File: src/rtl/id3u8_pkg.sv
// shared constants and types for the id3 text to utf-8 transcoder
package id3u8_pkg;

    localparam int MAX_TEXT   = 128;
    localparam int LIMIT_W    = 7;
    localparam int GROUP_SIZE = 4;
    localparam int GROUP_CW   = $clog2(GROUP_SIZE + 1);

    // clamp of the limit register, never above what the register can hold
    localparam logic [LIMIT_W-1:0] LIMIT_MAX =
        (MAX_TEXT - 1 >= (1 << LIMIT_W) - 1) ? '1 : LIMIT_W'(MAX_TEXT - 1);
    localparam logic [LIMIT_W-1:0] LIMIT_RST = LIMIT_W'(127);

    typedef enum logic [1:0] {
        ENC_LATIN1  = 2'd0,
        ENC_UTF16   = 2'd1,
        ENC_UTF16BE = 2'd2,
        ENC_UTF8    = 2'd3
    } enc_t;

    localparam logic [7:0] BOM_FF    = 8'hFF;
    localparam logic [7:0] BOM_FE    = 8'hFE;
    localparam logic [7:0] LEAD2     = 8'hC0;
    localparam logic [7:0] LEAD3     = 8'hE0;
    localparam logic [7:0] CONT      = 8'h80;
    localparam logic [15:0] CP_2BYTE = 16'h0080;
    localparam logic [15:0] CP_3BYTE = 16'h0800;

endpackage

File: src/rtl/id3_text_to_utf8.sv
// id3 text-frame body to utf-8 transcoder, top level
//
// s_ channel takes one body byte per request: s_tdata is the byte, s_tlast marks
// the final byte of the body, s_tuser[0] marks the first byte and s_tuser[2:1]
// carries the encoding code (0 latin-1, 1 utf-16 with mark, 2 utf-16be, 3 utf-8),
// sampled only with the first byte.
// m_tdata carries utf-8 bytes, m_tlast flags the terminating zero byte.
// cfg_we / cfg_wdata set the output byte limit (reset 127); write only when idle.
// Each accepted byte is decoded in the cycle it is taken into a group register of
// up to four output bytes (three for a code point plus the terminator). The first
// output byte is on m_ the cycle after acceptance; the group drains one byte per
// cycle while m_tready is high, and the next request is taken in the cycle the
// last byte of the group leaves, so a new byte waits until its group is out.
// The one-byte-wide output port thus sets the pace for multi-byte groups.
// Bytes that produce nothing pass at one per cycle.
// Reset empties the group (its count, not its bytes) and leaves the block idle until a first byte.
// A stall on m_ holds the current byte and stops s_tready once the group is
// down to its last byte.
module id3_text_to_utf8 (
    input  logic       aclk,
    input  logic       aresetn,
    input  logic       s_tvalid,
    output logic       s_tready,
    input  logic [7:0] s_tdata,     // in_byte
    input  logic       s_tlast,     // last_byte
    input  logic [2:0] s_tuser,     // first_byte, text_encoding[1:0]
    output logic       m_tvalid,
    input  logic       m_tready,
    output logic [7:0] m_tdata,     // out_byte
    output logic       m_tlast,     // end_of_string
    input  logic       cfg_we,
    input  logic [id3u8_pkg::LIMIT_W-1:0] cfg_wdata
);
    import id3u8_pkg::*;

    logic [LIMIT_W-1:0] limit_reg;

    enc_t               enc_reg,      enc_next;
    logic               be_reg,       be_next;
    logic               phase_reg,    phase_next;
    logic [7:0]         held_reg,     held_next;
    logic               fpair_reg,    fpair_next;
    logic [LIMIT_W-1:0] cnt_reg,      cnt_next;
    logic               stop_reg,     stop_next;

    logic [7:0]          grp_reg [GROUP_SIZE];
    logic [7:0]          grp_next [GROUP_SIZE];
    logic [GROUP_CW-1:0] gcnt_reg,  gcnt_next;
    logic                geos_reg,  geos_next;

    logic s_acc, m_acc;
    assign s_tready = (gcnt_reg == '0) || (gcnt_reg == GROUP_CW'(1) && m_tready);
    assign s_acc    = s_tvalid && s_tready;
    assign m_tvalid = (gcnt_reg != '0);
    assign m_acc    = m_tvalid && m_tready;
    assign m_tdata  = grp_reg[0];
    assign m_tlast  = geos_reg && (gcnt_reg == GROUP_CW'(1));

    // decode of one body byte
    always_comb begin
        logic               first;
        logic [7:0]         b;
        logic [LIMIT_W-1:0] lim;
        logic               emit;
        logic               term;
        logic [1:0]         need;
        logic [15:0]        cp;
        logic               skip;
        logic               cp_path;

        first = s_tuser[0];
        b     = s_tdata;
        lim   = (limit_reg > LIMIT_MAX) ? LIMIT_MAX : limit_reg;

        enc_next   = first ? enc_t'(s_tuser[2:1]) : enc_reg;
        be_next    = first ? (s_tuser[2:1] == ENC_UTF16BE) : be_reg;
        phase_next = first ? 1'b0 : phase_reg;
        held_next  = first ? 8'h00 : held_reg;
        fpair_next = first ? 1'b1 : fpair_reg;
        cnt_next   = first ? '0 : cnt_reg;
        stop_next  = first ? 1'b0 : stop_reg;

        emit    = 1'b0;
        term    = 1'b0;
        skip    = 1'b0;
        cp_path = 1'b0;
        cp      = {8'h00, b};
        need    = 2'd1;

        if (!stop_next) begin
            case (enc_next)
                ENC_UTF16, ENC_UTF16BE: begin
                    if (!phase_next) begin
                        held_next  = b;
                        phase_next = 1'b1;
                    end else begin
                        phase_next = 1'b0;
                        if (fpair_next && enc_next == ENC_UTF16) begin
                            if (held_next == BOM_FF && b == BOM_FE) begin
                                be_next = 1'b0;
                                skip    = 1'b1;
                            end else if (held_next == BOM_FE && b == BOM_FF) begin
                                be_next = 1'b1;
                                skip    = 1'b1;
                            end
                        end
                        fpair_next = 1'b0;
                        cp = be_next ? {held_next, b} : {b, held_next};
                        if (!skip) begin
                            if (cp == 16'h0000) term = 1'b1;
                            else cp_path = 1'b1;
                        end
                    end
                end
                ENC_UTF8: begin
                    if (b == 8'h00 || cnt_next >= lim) begin
                        term = 1'b1;
                    end else begin
                        emit     = 1'b1;
                        need     = 2'd1;
                        cnt_next = cnt_next + LIMIT_W'(1);
                    end
                end
                default: begin
                    if (b == 8'h00) term = 1'b1;
                    else cp_path = 1'b1;
                end
            endcase

            if (cp_path) begin
                need = (cp < CP_2BYTE) ? 2'd1 : ((cp < CP_3BYTE) ? 2'd2 : 2'd3);
                // a character that does not fit the remaining room is dropped
                if (({1'b0, cnt_next} + {6'b0, need}) <= {1'b0, lim}) begin
                    emit     = 1'b1;
                    cnt_next = cnt_next + LIMIT_W'(need);
                end
            end
            if (s_tlast) term = 1'b1;
            if (term) stop_next = 1'b1;
        end

        for (int i = 0; i < GROUP_SIZE; i++) grp_next[i] = 8'h00;
        if (emit) begin
            case (need)
                2'd2: begin
                    grp_next[0] = LEAD2 | {3'b000, cp[10:6]};
                    grp_next[1] = CONT | {2'b00, cp[5:0]};
                end
                2'd3: begin
                    grp_next[0] = LEAD3 | {4'b0000, cp[15:12]};
                    grp_next[1] = CONT | {2'b00, cp[11:6]};
                    grp_next[2] = CONT | {2'b00, cp[5:0]};
                end
                default: grp_next[0] = cp[7:0];
            endcase
        end
        // the zero bytes left after the character serve as the terminator
        gcnt_next = (emit ? GROUP_CW'(need) : '0) + GROUP_CW'(term);
        geos_next = term;
    end

    always_ff @(posedge aclk) begin
        if (!aresetn) begin
            limit_reg <= LIMIT_RST;
            enc_reg   <= ENC_LATIN1;
            be_reg    <= 1'b0;
            phase_reg <= 1'b0;
            held_reg  <= 8'h00;
            fpair_reg <= 1'b1;
            cnt_reg   <= '0;
            stop_reg  <= 1'b1;
            gcnt_reg  <= '0;
            geos_reg  <= 1'b0;
        end else begin
            if (cfg_we) limit_reg <= cfg_wdata;
            if (s_acc) begin
                enc_reg   <= enc_next;
                be_reg    <= be_next;
                phase_reg <= phase_next;
                held_reg  <= held_next;
                fpair_reg <= fpair_next;
                cnt_reg   <= cnt_next;
                stop_reg  <= stop_next;
                gcnt_reg  <= gcnt_next;
                geos_reg  <= geos_next;
            end else if (m_acc) begin
                gcnt_reg <= gcnt_reg - GROUP_CW'(1);
            end
        end
    end

    // group bytes are payload, no reset
    always_ff @(posedge aclk) begin
        if (s_acc) begin
            for (int i = 0; i < GROUP_SIZE; i++) grp_reg[i] <= grp_next[i];
        end else if (m_acc) begin
            for (int i = 0; i < GROUP_SIZE - 1; i++) grp_reg[i] <= grp_reg[i + 1];
            grp_reg[GROUP_SIZE - 1] <= 8'h00;
        end
    end

endmodule

File: config.mk
export PLATFORM = sky130hd
export DESIGN_NAME = id3_text_to_utf8
export DESIGN_NICKNAME = d
export VERILOG_FILES = /design/src/rtl/id3u8_pkg.sv /design/src/rtl/id3_text_to_utf8.sv
export SDC_FILE = /design/constraint.sdc
export NUM_CORES = 1
export LEC_CHECK = 0
export ABC_AREA = 1
export ABC_CLOCK_PERIOD_IN_PS = 7100
export BUFFER_PORTS_ARGS = -buffer_cell sky130_fd_sc_hd__buf_2
export CAP_MARGIN = 30
export CORE_UTILIZATION = 50
export CTS_CLUSTER_DIAMETER = 200
export CTS_CLUSTER_SIZE = 14
export DETAILED_ROUTE_END_ITERATION = 10
export HOLD_SLACK_MARGIN = 0.03
export PLACE_DENSITY = 0.72
export SYNTH_ARGS = -nofsm -noshare
export SYNTH_HDL_FRONTEND = slang
export SYNTH_SLANG_ARGS = --single-unit
File: constraint.sdc
create_clock -name aclk -period 7.1 [get_ports aclk]
set_input_delay 0.71 -clock aclk [delete_from_list [all_inputs] [get_ports aclk]]
set_output_delay 0.71 -clock aclk [all_outputs]
set_load 0.02 [all_outputs]
# Yosys cells after proc, flatten, opt, wreduce, memory -nomap -nowiden
# Memories as Yosys holds them, arrays and structs flattened.
# Index checks and enable logic that the tools add are counted.
# W data, S select, Z words.
[word_totals]
reg_bits = 32
latchBits = 0
mem_bits_rw = 32
mem_bits_ro = 0
in_bits = 24
out_inout_bits = 11
wordCells = 136
mem_count = 1
[classes]
n_addsub = 5
multipliers = 0
n_div = 0
magnitude_cmp = 5
eq_ne = 11
shift = 0
n_mux = 85
bitwise = 4
n_reduce_logical = 15
[memory_table]
columns = ["name", "words", "word_bits", "rd", "rd_clocked_by_memory_dff", "wr", "line", "rtl"]
rows = [
  ["grp_reg", 4, 8, 4, 0, 4, "id3_text_to_utf8.sv:46", "logic [7:0] grp_reg [GROUP_SIZE];"],
]
[op_table]
columns = ["operator", "count"]
rows = [
  ["$mux W16", 5],
  ["$mux W8", 9],
  ["$mux W7", 8],
  ["$mux W1", 51],
  ["$eq A8 B8 Y1 const B", 4],
  ["$pmux W8 S2", 2],
  ["$mux W24", 1],
  ["$logic_not A16 Y1", 1],
  ["$lt A16 B12 Y1 const B", 1],
  ["$lt A16 B8 Y1 const B", 1],
  ["$eq A2 B2 Y1 const B", 5],
  ["$mux W2", 5],
  ["$add A7 B2 Y8", 1],
  ["$le A8 B7 Y1", 1],
  ["$logic_not A8 Y1", 1],
  ["$add A7 B1 Y7 const B", 1],
  ["$add A7 B2 Y7", 1],
  ["$ge A7 B7 Y1", 1],
  ["$gt A7 B7 Y1 const B", 1],
  ["$logic_and A1 B1 Y1", 7],
  ["$mux W3", 2],
  ["$or A1 B1 Y1", 4],
  ["$pmux W1 S2", 2],
  ["$add A2 B1 Y3", 1],
  ["8 further kinds", 9],
]

# Depth between registers and ports, before layout
# Gate-level depths: netlist of the first run.
[depth]
word_depth = 24
mapped_depth = 44

# Least setup slack after synthesis of the first run
# No wires, ideal clock.
[synth_timing]
kind = "input-to-reg"
from = "in s_tuser[0]"
to = "reg gcnt_reg[1]"
t_arrival_ns = 5.639
required_time_ns = 6.982
slack_ns = 1.344
path_stages = 43
path_buffers = 2
cell_sequence = "inv_2 > buf_6 > or2_2 > o21ai_0 > inv_1 > ha_1 > nand3_1 > nor2_2 > nand2_1 > nand2_4 > buf_2 > nand3_1 > nand2_1 > nand2_1 > nand2_1 > nor3_4 > inv_4 > nor2_4 > (+7 left out) > o21bai_1 > a21o_1 > a21oi_1 > o21ai_0 > a21o_1 > o21ai_0 > nand2_1 > inv_1 > nand3_2 > nand2_1 > nand2_1 > nor2_1 > ha_1 > ha_1 > nand2_1 > o21ai_0 > o211ai_1 > inv_1"
[synth_lines]
columns = ["element", "line", "rtl"]
rows = [
  ["start, declared", "id3_text_to_utf8.sv:26", "input logic [2:0] s_tuser,"],
  ["$mux W2 *", "id3_text_to_utf8.sv:75", "enc_next = first ? enc_t'(s_tuser[2:1]) : enc_reg;"],
  ["net enc_next[0]", "id3_text_to_utf8.sv:38", "enc_t enc_reg, enc_next;"],
  ["$eq A2 B1 Y1", "id3_text_to_utf8.sv:91, id3_text_to_utf8.sv:98", ""],
  ["$logic_and A1 B1 Y1", "id3_text_to_utf8.sv:98", "if (fpair_next && enc_next == ENC_UTF16) begin"],
  ["$mux W1", "id3_text_to_utf8.sv:98", ""],
  ["$mux W1", "id3_text_to_utf8.sv:93", "if (!phase_next) begin"],
  ["$mux W1", "id3_text_to_utf8.sv:91", "case (enc_next)"],
  ["$mux W1", "id3_text_to_utf8.sv:90", "if (!stop_next) begin"],
  ["(+7 left out)", "--", ""],
  ["$add A7 B2 Y8", "id3_text_to_utf8.sv:133", "if (({1'b0, cnt_next} + {6'b0, need}) <= {1'b0, lim}) begin"],
  ["$le A8 B7 Y1", "id3_text_to_utf8.sv:133", ""],
  ["$mux W1", "id3_text_to_utf8.sv:133", ""],
  ["$mux W1", "id3_text_to_utf8.sv:130", "if (cp_path) begin"],
  ["$mux W1", "id3_text_to_utf8.sv:90", ""],
  ["$mux W2", "id3_text_to_utf8.sv:158", "gcnt_next = (emit ? GROUP_CW'(need) : '0) + GROUP_CW'(term);"],
  ["$add A2 B1 Y3 *", "id3_text_to_utf8.sv:158", ""],
  ["$mux W3 *", "id3_text_to_utf8.sv:176", "if (s_acc) begin"],
  ["end signal, assigned", "id3_text_to_utf8.sv:184", "gcnt_reg <= gcnt_next;"],
  ["end signal, assigned", "id3_text_to_utf8.sv:187", "gcnt_reg <= gcnt_reg - GROUP_CW'(1);"],
  ["end, declared", "id3_text_to_utf8.sv:48", "logic [GROUP_CW-1:0] gcnt_reg, gcnt_next;"],
]
# Mark *: on every way through the listed nets, which the timed path passes. The rest lies on a longest branch. The select of a mux whose other input is x is not followed.
# A chain may end at the register's enable or synchronous reset.

# Worst setup path in the final report of the first run
# Same ends and word-level chain as after synthesis.

==> results of run 1 <==
==> through the flow <==
step                worst slack (ns)  total power (W)  std cells
global placement               0.673          0.00113        777
global route                   0.103          0.00151        786
detailed placement             0.307          0.00117        778
CTS                            0.635          0.00140        786
floorplan                       1.34         0.000989        655
finish                         0.705          0.00139        786
==> critical path: cells and delay by family <==
family,cells,cell delay (ns)
simple gates,21,2.91
fa+ha+maj,6,1.33
buf+inv,8,0.71
compound gates,7,0.91
==> power breakdown <==
| group | total, W | switching, W | leakage (nW) | internal (W) |
|---|---|---|---|---|
| combinational | 0.000689 | 0.000469 | 1.86 | 0.000220 |
| clock | 0.000221 | 0.000114 | 0.0587 | 0.000107 |
| sequential | 0.000484 | 0.0000340 | 0.487 | 0.000450 |
| total | 0.00139 | 0.000617 | 2.40 | 0.000777 |
==> cells in the final DEF, fill, tap and decap left out, types with 7 or more instances in the layout <==
master and count:
ha_1 25, a21oi_1 37, o211ai_1 7, buf_2 34, dfxtp_1 32, inv_1 93
nor2_1 66, nand3_1 46, nand2_1 194, o21ai_1 8, edfxtp_1 22, xor2_1 7
o21ai_0 35
==> kinds of logic after synthesis <==
group           after synthesis  share of synthesized area
simple gates                342                      0.346
compound gates              107                      0.144
buf+inv                     118                      0.111
flops                        54                      0.304
xor+xnor                      8                     0.0164
fa+ha+maj                    26                     0.0779
==> how the worst max path moves through the flow <==
| stage | start | end | cells after the start |
|---|---|---|---|
| after floorplan | s_tuser[0] | gcnt_reg[1]$_SDFFE_PN0P_ | 43 |
| after global placement | s_tuser[0] | gcnt_reg[1]$_SDFFE_PN0P_ | 42 |
| after detailed placement | s_tuser[0] | gcnt_reg[1]$_SDFFE_PN0P_ | 42 |
| after global routing | s_tuser[0] | gcnt_reg[1]$_SDFFE_PN0P_ | 42 |
| final | s_tuser[0] | gcnt_reg[1]$_SDFFE_PN0P_ | 42 |
| after CTS | s_tuser[0] | gcnt_reg[1]$_SDFFE_PN0P_ | 42 |
==> layout make-up <==
class	instances	area (sq um)	area share
clock buffer	5	68.8	0.0148
inverter	97	367	0.0788
sequential	54	1300	0.280
multi-input combinational	483	2510	0.539
timing repair buffer	39	228	0.0490
clock inverter	3	47.5	0.0102
tap	105	131	0.0283
==> metal layers <==
layer  global-route usage  wire, um  vias to the layer above
li1                     -         -                     2162
met1                0.328      4800                     1936
met2                0.457      5300                      148
met3               0.0306       612                       26
met4                0.109       343                        0
met5                    0         0                        -
==> run metrics, run 1 <==
vias=4,272; Reg2Reg Setup Slack=1.20 ns; main area contributors after synthesis=nand2_1, edfxtp_1, dfxtp_1; Clock Path Buffers=2; Placement Cell Area=4530 sq um; crit path max fanout=21; share of layout cells above drive strength 1=0.110; clk_lat worst skew=0.32 ns; Post-synth EDFFs=22; die width=94.5 um; fin crit share=0.901; most frequent cell after synthesis=nand2_1; DR vias/cell=5.44; vias in the first global route=3,989; HP Start=cnt_reg[1]$_SDFFE_PN0P_; area leader, netlist=nand2_1; core area=8260 sq um; number of antenna violations at the first check in global routing=0; ANT nets after route=0; arrival time worst endpoint=6.61 ns; grt total ovfl=0; htree depth=2; FP Rows=33; Post-Syn Area=4270 sq um; hold slack final=0.481 ns; Tot GR Track Use=0.263; post-CTS setup buffers=0; Setup crit end kind=register; top-area cell type share of the netlist area=0.170; register area share after synthesis=0.304; hold endpoint=cnt_reg[1]$_SDFFE_PN0P_; final setup fails=0; asr flop ratio synth=0; Boundary Pins=35; max reg flops=22; largest net degree at the start of global routing=22; worst vdd ir=155 uV; GPL Wtd Cong=0.926; # resized after CTS=0; fill cell count=839; FF-to-FF End=gcnt_reg[1]$_SDFFE_PN0P_; RSZ-0062 raised after global routing=no; Final HPWL DP=8510 um; Initial Utilization=0.518; CTS tree=yes; Worst Setup Start Kind=input port; Initial DRC Count=267; worst-path cell with the longest stage delay=fa_1; Final Instance Area=4650 sq um; full die area=8920 sq um; Worst-path clk slew=0.10 ns; relative slew slack=0.487; ANT cells=0; Max stage delay on crit path=0.40 ns; final hold violations=0; LEAKAGE=2.40 nW; Yosys warnings=0; first-pass GRT wire length=18,700 um; most instantiated cells after synthesis=nand2_1, inv_1, nor2_1, nand3_1, a21oi_1; status=completed; Post-synth top flop=dfxtp_1; DR DRC count=0; TritonRoute pass-1 iters=5; Period minus WS final=6.40 ns; count of different cell masters after synthesis=44; total CTS buffers=5; #FFs+latches synth=54; actual slew at the worst max-slew pin=0.767 ns; HP Class=register to register; root buf cell=clkbuf_8; Crit Reg-Reg Startpoint=enc_reg[0]$_SDFFE_PN0P_; number of max-cap violations=0; worst reg2reg path depth=40; Worst Path Required=7.32 ns; syn nets=705; kind of critical path=input port to register; FMAX=156 MHz; pwr dens=300 nW/um^2; Clock Skew=0.0117 ns; syn avg cell area=6.53 sq um; die height=94.5 um; hold buffer count at CTS=0; Total Neg Setup Slack=0 ns; area growth from synthesis to layout=8.78%; drt total wl=11,100 um; Hold Path Depth=2; wire per inst=14.1 um; Layout Nets=730; Core Util, Final=0.563; Port-buffer cells=34; Cells after Synth=655; clk sink count=54; most numerous cell on the critical path=nand2_1; Final Max Tran Viols=0
(Power assumes the default switching activity.)
==> run 2: changes to the inputs <==
--- a/config.mk
+++ b/config.mk
@@ -6,15 +6,15 @@
 export NUM_CORES = 1
 export LEC_CHECK = 0
 export ABC_AREA = 1
-export ABC_CLOCK_PERIOD_IN_PS = 7100
-export BUFFER_PORTS_ARGS = -buffer_cell sky130_fd_sc_hd__buf_2
+export ABC_CLOCK_PERIOD_IN_PS = 6300
 export CAP_MARGIN = 30
 export CORE_UTILIZATION = 50
 export CTS_CLUSTER_DIAMETER = 200
 export CTS_CLUSTER_SIZE = 14
 export DETAILED_ROUTE_END_ITERATION = 10
+export DONT_BUFFER_PORTS = 1
 export HOLD_SLACK_MARGIN = 0.03
-export PLACE_DENSITY = 0.72
+export PLACE_DENSITY = 0.68
 export SYNTH_ARGS = -nofsm -noshare
 export SYNTH_HDL_FRONTEND = slang
 export SYNTH_SLANG_ARGS = --single-unit
==> constraint.sdc (replaced) <==
create_clock -name aclk -period 6.3 [get_ports aclk]
set_input_delay 0.63 -clock aclk [delete_from_list [all_inputs] [get_ports aclk]]
set_output_delay 0.63 -clock aclk [all_outputs]
set_load 0.02 [all_outputs]
==> run 2 against run 1 <==
  * Sequential share of layout area up 1.2 points
  * Power increased by 5.4%
  * Non-clock buffer count shrank 32
  * Die area stayed put
  * Global-route usage shrank 0.79 points
  * Core utilization decreased by 2.2 points
  * Clock power is 10% lower
  * Critical path type unchanged
  * Critical endpoint unchanged
  * Largest cell class unchanged
  * Largest power group unchanged
==> run metrics, run 2 (synthesis gave the netlist of run 1 again) <==
TritonRoute pass-1 iters=5 (unchanged); core area=8260 sq um (unchanged); die width=94.5 um (unchanged); drt total wl=11,000 um (was 11,100 um); Worst-path clk slew=0.10 ns (about the same); Final HPWL DP=8530 um (was 8510 um); actual slew at the worst max-slew pin=0.766 ns (was 0.767 ns); pwr dens=329 nW/um^2 (was 300 nW/um^2); GRT met2 Usage=0.441 (was 0.457); fill cell count=837 (was 839); vias=4,013 (was 4,272); GR Util met1=0.326 (was 0.328); hold buffer count at CTS=0 (unchanged); status=completed (unchanged); Final Max Tran Viols=0 (unchanged); Max stage delay on crit path=0.42 ns (was 0.40 ns); Total Neg Setup Slack=0 ns (unchanged); Port-buffer cells=0 (was 34); Tot GR Track Use=0.255 (was 0.263); Reg2Reg Setup Slack=0.64 ns (was 1.20 ns); kind of critical path=input port to register (unchanged); total CTS buffers=5 (unchanged); grt peak-use layer=met2 (unchanged); FF-to-FF End=gcnt_reg[1]$_SDFFE_PN0P_ (unchanged); area growth from synthesis to layout=4.48% (was 8.78%); number of antenna violations at the first check in global routing=0 (unchanged); final setup fails=0 (unchanged); full die area=8920 sq um (unchanged); Critical Path Sink=gcnt_reg[1]$_SDFFE_PN0P_ (unchanged); final hold violations=0 (unchanged); ANT nets after route=0 (unchanged); worst-path cell with the longest stage delay=fa_1 (unchanged); CTS tree=yes (unchanged); htree depth=2 (unchanged); grt total ovfl=0 (unchanged); arrival time worst endpoint=5.97 ns (was 6.61 ns); Worst Setup Start Kind=input port (unchanged); crit path max fanout=21 (unchanged); Crit Reg-Reg Startpoint=enc_reg[0]$_SDFFE_PN0P_ (unchanged); worst vdd ir=159 uV (was 155 uV); clk sink count=54 (unchanged); FP Rows=33 (unchanged); clk_lat worst skew=0.31 ns (was 0.32 ns); Clock Path Buffers=2 (unchanged); first-pass GRT wire length=17,700 um (was 18,700 um); post-CTS setup buffers=0 (unchanged); LEAKAGE=2.26 nW (was 2.40 nW); met3 Track Usage GR=0.0322 (was 0.0306); share of layout cells above drive strength 1=0.0678 (was 0.110); RSZ-0062 raised after global routing=no (unchanged); Worst setup startpoint=s_tuser[0] (unchanged); largest net degree at the start of global routing=22 (unchanged); most frequent cells in the layout=nand2_1, inv_1, nor2_1 (unchanged); max reg flops=22 (unchanged); worst reg2reg path depth=40 (unchanged); Initial Utilization=0.518 (unchanged); Boundary Pins=35 (unchanged); Clock Skew=0.00758 ns (was 0.0117 ns); HP Class=input port to register (was register to register); GPL Wtd Cong=0.924 (was 0.926); Period minus WS final=5.77 ns; FMAX=173 MHz; Worst Path Required=6.50 ns (was 7.32 ns); most common cell after layout, fill and taps aside=nand2_1 (unchanged); Setup crit end kind=register (unchanged); DR DRC count=0 (unchanged); Layout Nets=698 (was 730); most numerous cell on the critical path=nand2_1 (unchanged); Power, Total=0.00147 W (was 0.00139 W); fin crit share=0.915; ANT cells=0 (unchanged); wire per inst=14.6 um (was 14.1 um); Initial DRC Count=228 (was 267); number of max-cap violations=0 (unchanged); vias in the first global route=3,621 (was 3,989); root buf cell=clkbuf_8 (unchanged); die height=94.5 um (unchanged); relative slew slack=0.488 (was 0.487); DR vias/cell=5.32 (was 5.44)
run 2: changes by cell type in the layout (fill, tap and decap cells not counted), sizes merged:
cell,delta
inv,-1
bufinv,-1
clkbuf,+1
buf,-32
clkinv,+1
run 2: cell type report:
cell class,instances,area (sq um),area share
Timing Repair Buffer,7,60.1,0.0134
Clock buffer,6,72.6,0.0163
Multi-Input combinational cell,483,2520,0.565
Clock inverter,2,10.0,0.00224
Tap cell,105,131,0.0294
Inverter,97,367,0.0821
Sequential cell,54,1300,0.291
run 2: metrics by stage:
stage	area, sq um	instances	setup WS, ns	hold slack, ns	utilization
2_1_floorplan	4270	655	0.624	0.441	-
3_3_place_gp	4350	745	0.279	0.454	0.526
3_5_place_dp	4360	746	0.0409	0.468	0.528
4_1_cts	4440	754	0.356	0.387	0.538
5_1_grt	4470	754	0.0500	0.389	0.541
6_report	4470	754	0.535	0.390	0.541
run 2: per-layer routing:
| layer | vias up | wire length [um] |
|---|---|---|
| met2 | 93 | 5350 |
| met5 | - | 0 |
| met3 | 21 | 482 |
| met4 | 0 | 291 |
| li1 | 2091 | - |
| met1 | 1808 | 4860 |
run 2: what timing repair did:
action                                  CTS  global route
gates resized for setup                   0             4
endpoints found under the setup margin    0             3
endpoints found under the hold margin     0             0
run 2: power breakdown:
group	switching (W)	total [W]	internal, W
Combinational	0.000472	0.000685	0.000213
Sequential	0.0000767	0.000586	0.000510
Clock	0.000120	0.000198	0.0000777
Total	0.000668	0.00147	0.000801
run 2: worst min path at each step:
stage / from / endpoint / slack [ns] / cells past startpoint
after floorplan: phase_reg$_SDFFE_PN0P_ / phase_reg$_SDFFE_PN0P_ / 0.44 / 2
after global placement: phase_reg$_SDFFE_PN0P_ / phase_reg$_SDFFE_PN0P_ / 0.45 / 2
after detailed placement: cnt_reg[1]$_SDFFE_PN0P_ / cnt_reg[1]$_SDFFE_PN0P_ / 0.47 / 2
after CTS: aresetn / fpair_reg$_SDFFE_PN1P_ / 0.39 / 1
after global routing: aresetn / fpair_reg$_SDFFE_PN1P_ / 0.39 / 1
final: aresetn / fpair_reg$_SDFFE_PN1P_ / 0.39 / 1
run 2: worst max-delay path, delay by kind of cell:
kind            cells  cell delay [ns]
simple gates       18             1.90
fa+ha+maj           6             1.50
compound gates      8             1.08
buf+inv             9             0.66
xor+xnor            1             0.19
==> run 3: changes to the inputs <==
--- a/config.mk
+++ b/config.mk
@@ -8,13 +8,13 @@
 export ABC_AREA = 1
 export ABC_CLOCK_PERIOD_IN_PS = 6300
 export CAP_MARGIN = 30
-export CORE_UTILIZATION = 50
+export CORE_UTILIZATION = 45
 export CTS_CLUSTER_DIAMETER = 200
 export CTS_CLUSTER_SIZE = 14
 export DETAILED_ROUTE_END_ITERATION = 10
 export DONT_BUFFER_PORTS = 1
 export HOLD_SLACK_MARGIN = 0.03
-export PLACE_DENSITY = 0.68
+export PLACE_DENSITY = 0.63
 export SYNTH_ARGS = -nofsm -noshare
 export SYNTH_HDL_FRONTEND = slang
 export SYNTH_SLANG_ARGS = --single-unit
==> run 3 against run 2 <==
  * Core utilization fell by 5.5 points
  * Sequential share of layout area shrank 0.18 points
  * Power down 0.32%
  * Maximum frequency decreased by 0.14%
  * Via count up 0.70%
  * Final cell count increased by 3.2%
  * Largest cell class unchanged
==> run metrics, run 3 (synthesis gave the netlist of run 1 again) <==
Clock Path Buffers=2 (unchanged); fin crit share=0.916 (was 0.915); FF-to-FF End=gcnt_reg[1]$_SDFFE_PN0P_ (unchanged); most common cell after layout, fill and taps aside=nand2_1 (unchanged); DR DRC count=0 (unchanged); Hold Path Depth=1 (unchanged); Initial Utilization=0.463 (was 0.518); worst reg2reg path depth=40 (unchanged); Power, Total=0.00146 W (was 0.00147 W); worst vdd ir=159 uV (about the same); ANT cells=0 (unchanged); Post-Place Worst Slack=0.109 ns (was 0.0409 ns); full die area=9890 sq um (was 8920 sq um); Final HPWL DP=8510 um (was 8530 um); htree depth=2 (unchanged); grt total ovfl=0 (unchanged); final setup margin=0.527 ns (was 0.535 ns); Boundary Pins=35 (unchanged); number of max-cap violations=0 (unchanged); Reg2Reg Setup Slack=0.64 ns (about the same); vias in the first global route=3,888 (was 3,621); most frequent cells in the layout=nand2_1, inv_1, nor2_1 (unchanged); Total Neg Setup Slack=0 ns (unchanged); status=completed (unchanged); Final Max Tran Viols=0 (unchanged); Worst-path clk slew=0.10 ns (about the same); Multi-input gate area=2510 sq um (was 2520 sq um); DR vias/cell=5.19 (was 5.32); kind of critical path=input port to register (unchanged); drt total wl=10,800 um (was 11,000 um); LEAKAGE=2.26 nW (about the same); Period minus WS final=5.77 ns (about the same); die height=99.5 um (was 94.5 um); RSZ-0062 raised after global routing=no (unchanged); HP Class=input port to register (unchanged); core area=9240 sq um (was 8260 sq um); CTS tree=yes (unchanged); Crit Reg-Reg Startpoint=enc_reg[0]$_SDFFE_PN0P_ (unchanged); Worst Setup Start Kind=input port (unchanged); Top Family by Delay on Critical Path=simple AND/OR/NAND/NOR gates (unchanged); Clock Skew=0.00670 ns (was 0.00758 ns); area growth from synthesis to layout=5.12% (was 4.48%); pwr dens=326 nW/um^2 (was 329 nW/um^2); final hold violations=0 (unchanged); worst-path cell with the longest stage delay=fa_1 (unchanged); total CTS buffers=5 (unchanged); Setup crit end kind=register (unchanged); root buf cell=clkbuf_8 (unchanged); largest net degree at the start of global routing=22 (unchanged); die width=99.5 um (was 94.5 um); fill cell count=983 (was 837); most numerous cell on the critical path=nand2_1 (unchanged); CP bufs+invs=9 (unchanged); clk_lat worst skew=0.31 ns (about the same); HP Start=aresetn (unchanged); Max stage delay on crit path=0.41 ns (was 0.42 ns); wire per inst=13.9 um (was 14.6 um); FMAX=173 MHz (about the same); GPL Wtd Cong=0.903 (was 0.924); clk sink count=54 (unchanged); Layout Nets=698 (unchanged); cell count along the critical path=42 (unchanged); number of antenna violations at the first check in global routing=0 (unchanged); relative slew slack=0.487 (was 0.488); ANT nets after route=0 (unchanged); post-CTS setup buffers=0 (unchanged); Port-buffer cells=0 (unchanged); arrival time worst endpoint=5.99 ns (was 5.97 ns); share of layout cells above drive strength 1=0.0663 (was 0.0678); FP Rows=35 (was 33); Tot GR Track Use=0.228 (was 0.255); register area=1300 sq um (unchanged); crit path max fanout=21 (unchanged); hold buffer count at CTS=0 (unchanged); Initial DRC Count=161 (was 228); hold endpoint=fpair_reg$_SDFFE_PN1P_ (unchanged); TritonRoute pass-1 iters=5 (unchanged); first-pass GRT wire length=18,200 um (was 17,700 um); final setup fails=0 (unchanged); vias=4,041 (was 4,013); max reg flops=22 (unchanged); Worst Path Required=6.51 ns (was 6.50 ns); actual slew at the worst max-slew pin=0.768 ns (was 0.766 ns)
## run 3: worst reg2reg max path, delay by kind of cell, from the launching register on
kind	cells	cell delay, ns
DFF	1	0.32
and+or+nand+nor	17	1.68
AOI/OAI and AO/OA	8	1.19
adders and majority gates	6	1.48
xor gates and xnor gates	1	0.25
buffers and inverters	8	0.63
## run 3: power by group
part / total [W] / leakage, nW / internal (W) / switching [W]
Clock: 0.000202 / 0.0422 / 0.0000787 / 0.000123
Combinational: 0.000680 / 1.73 / 0.000214 / 0.000466
Sequential: 0.000582 / 0.487 / 0.000509 / 0.0000729
## run 3: final cells by class
type,instances,area share
repair buffers,7,0.0142
multi-input cells,483,0.559
well taps,129,0.0359
clock buffers,5,0.0153
clock inverters,3,0.00446
inverters,97,0.0816
flip-flops and latches,54,0.290
## run 3: per-stage QoR
step | hold slack (ns) | instance area [sq um] | std cells | utilization
after global placement | 0.456 | 4370 | 768 | 0.473
final | 0.381 | 4490 | 778 | 0.486
after CTS | 0.371 | 4480 | 778 | 0.485
after floorplan | 0.441 | 4270 | 655 | -
after global routing | 0.377 | 4490 | 778 | 0.486
after detailed placement | 0.469 | 4390 | 770 | 0.476
## run 3: worst max path at each step
stage,from,to,slack (ns)
global route,s_tuser[0],gcnt_reg[1]$_SDFFE_PN0P_,0.02
floorplan,s_tuser[0],gcnt_reg[1]$_SDFFE_PN0P_,0.62
finish,s_tuser[0],gcnt_reg[1]$_SDFFE_PN0P_,0.53
global placement,s_tuser[0],gcnt_reg[1]$_SDFFE_PN0P_,0.31
CTS,s_tuser[0],gcnt_reg[1]$_SDFFE_PN0P_,0.43
detailed placement,s_tuser[0],gcnt_reg[1]$_SDFFE_PN0P_,0.11
## run 3: repair_timing
action                     in CTS  in global routing
setup endpoints to repair       0                  3
hold endpoints to repair        0                  0
gates resized for setup         0                  2
## run 3: routing by layer
| metal | routed length, um | track usage | vias to the layer above | share of wire |
|---|---|---|---|---|
| li1 | - | - | 2095 | - |
| met1 | 4760 | 0.283 | 1835 | 0.44 |
| met2 | 5360 | 0.407 | 94 | 0.50 |
| met3 | 459 | 0.0281 | 17 | 0.043 |
| met4 | 209 | 0.0792 | 0 | 0.019 |
| met5 | 0 | 0 | - | 0 |
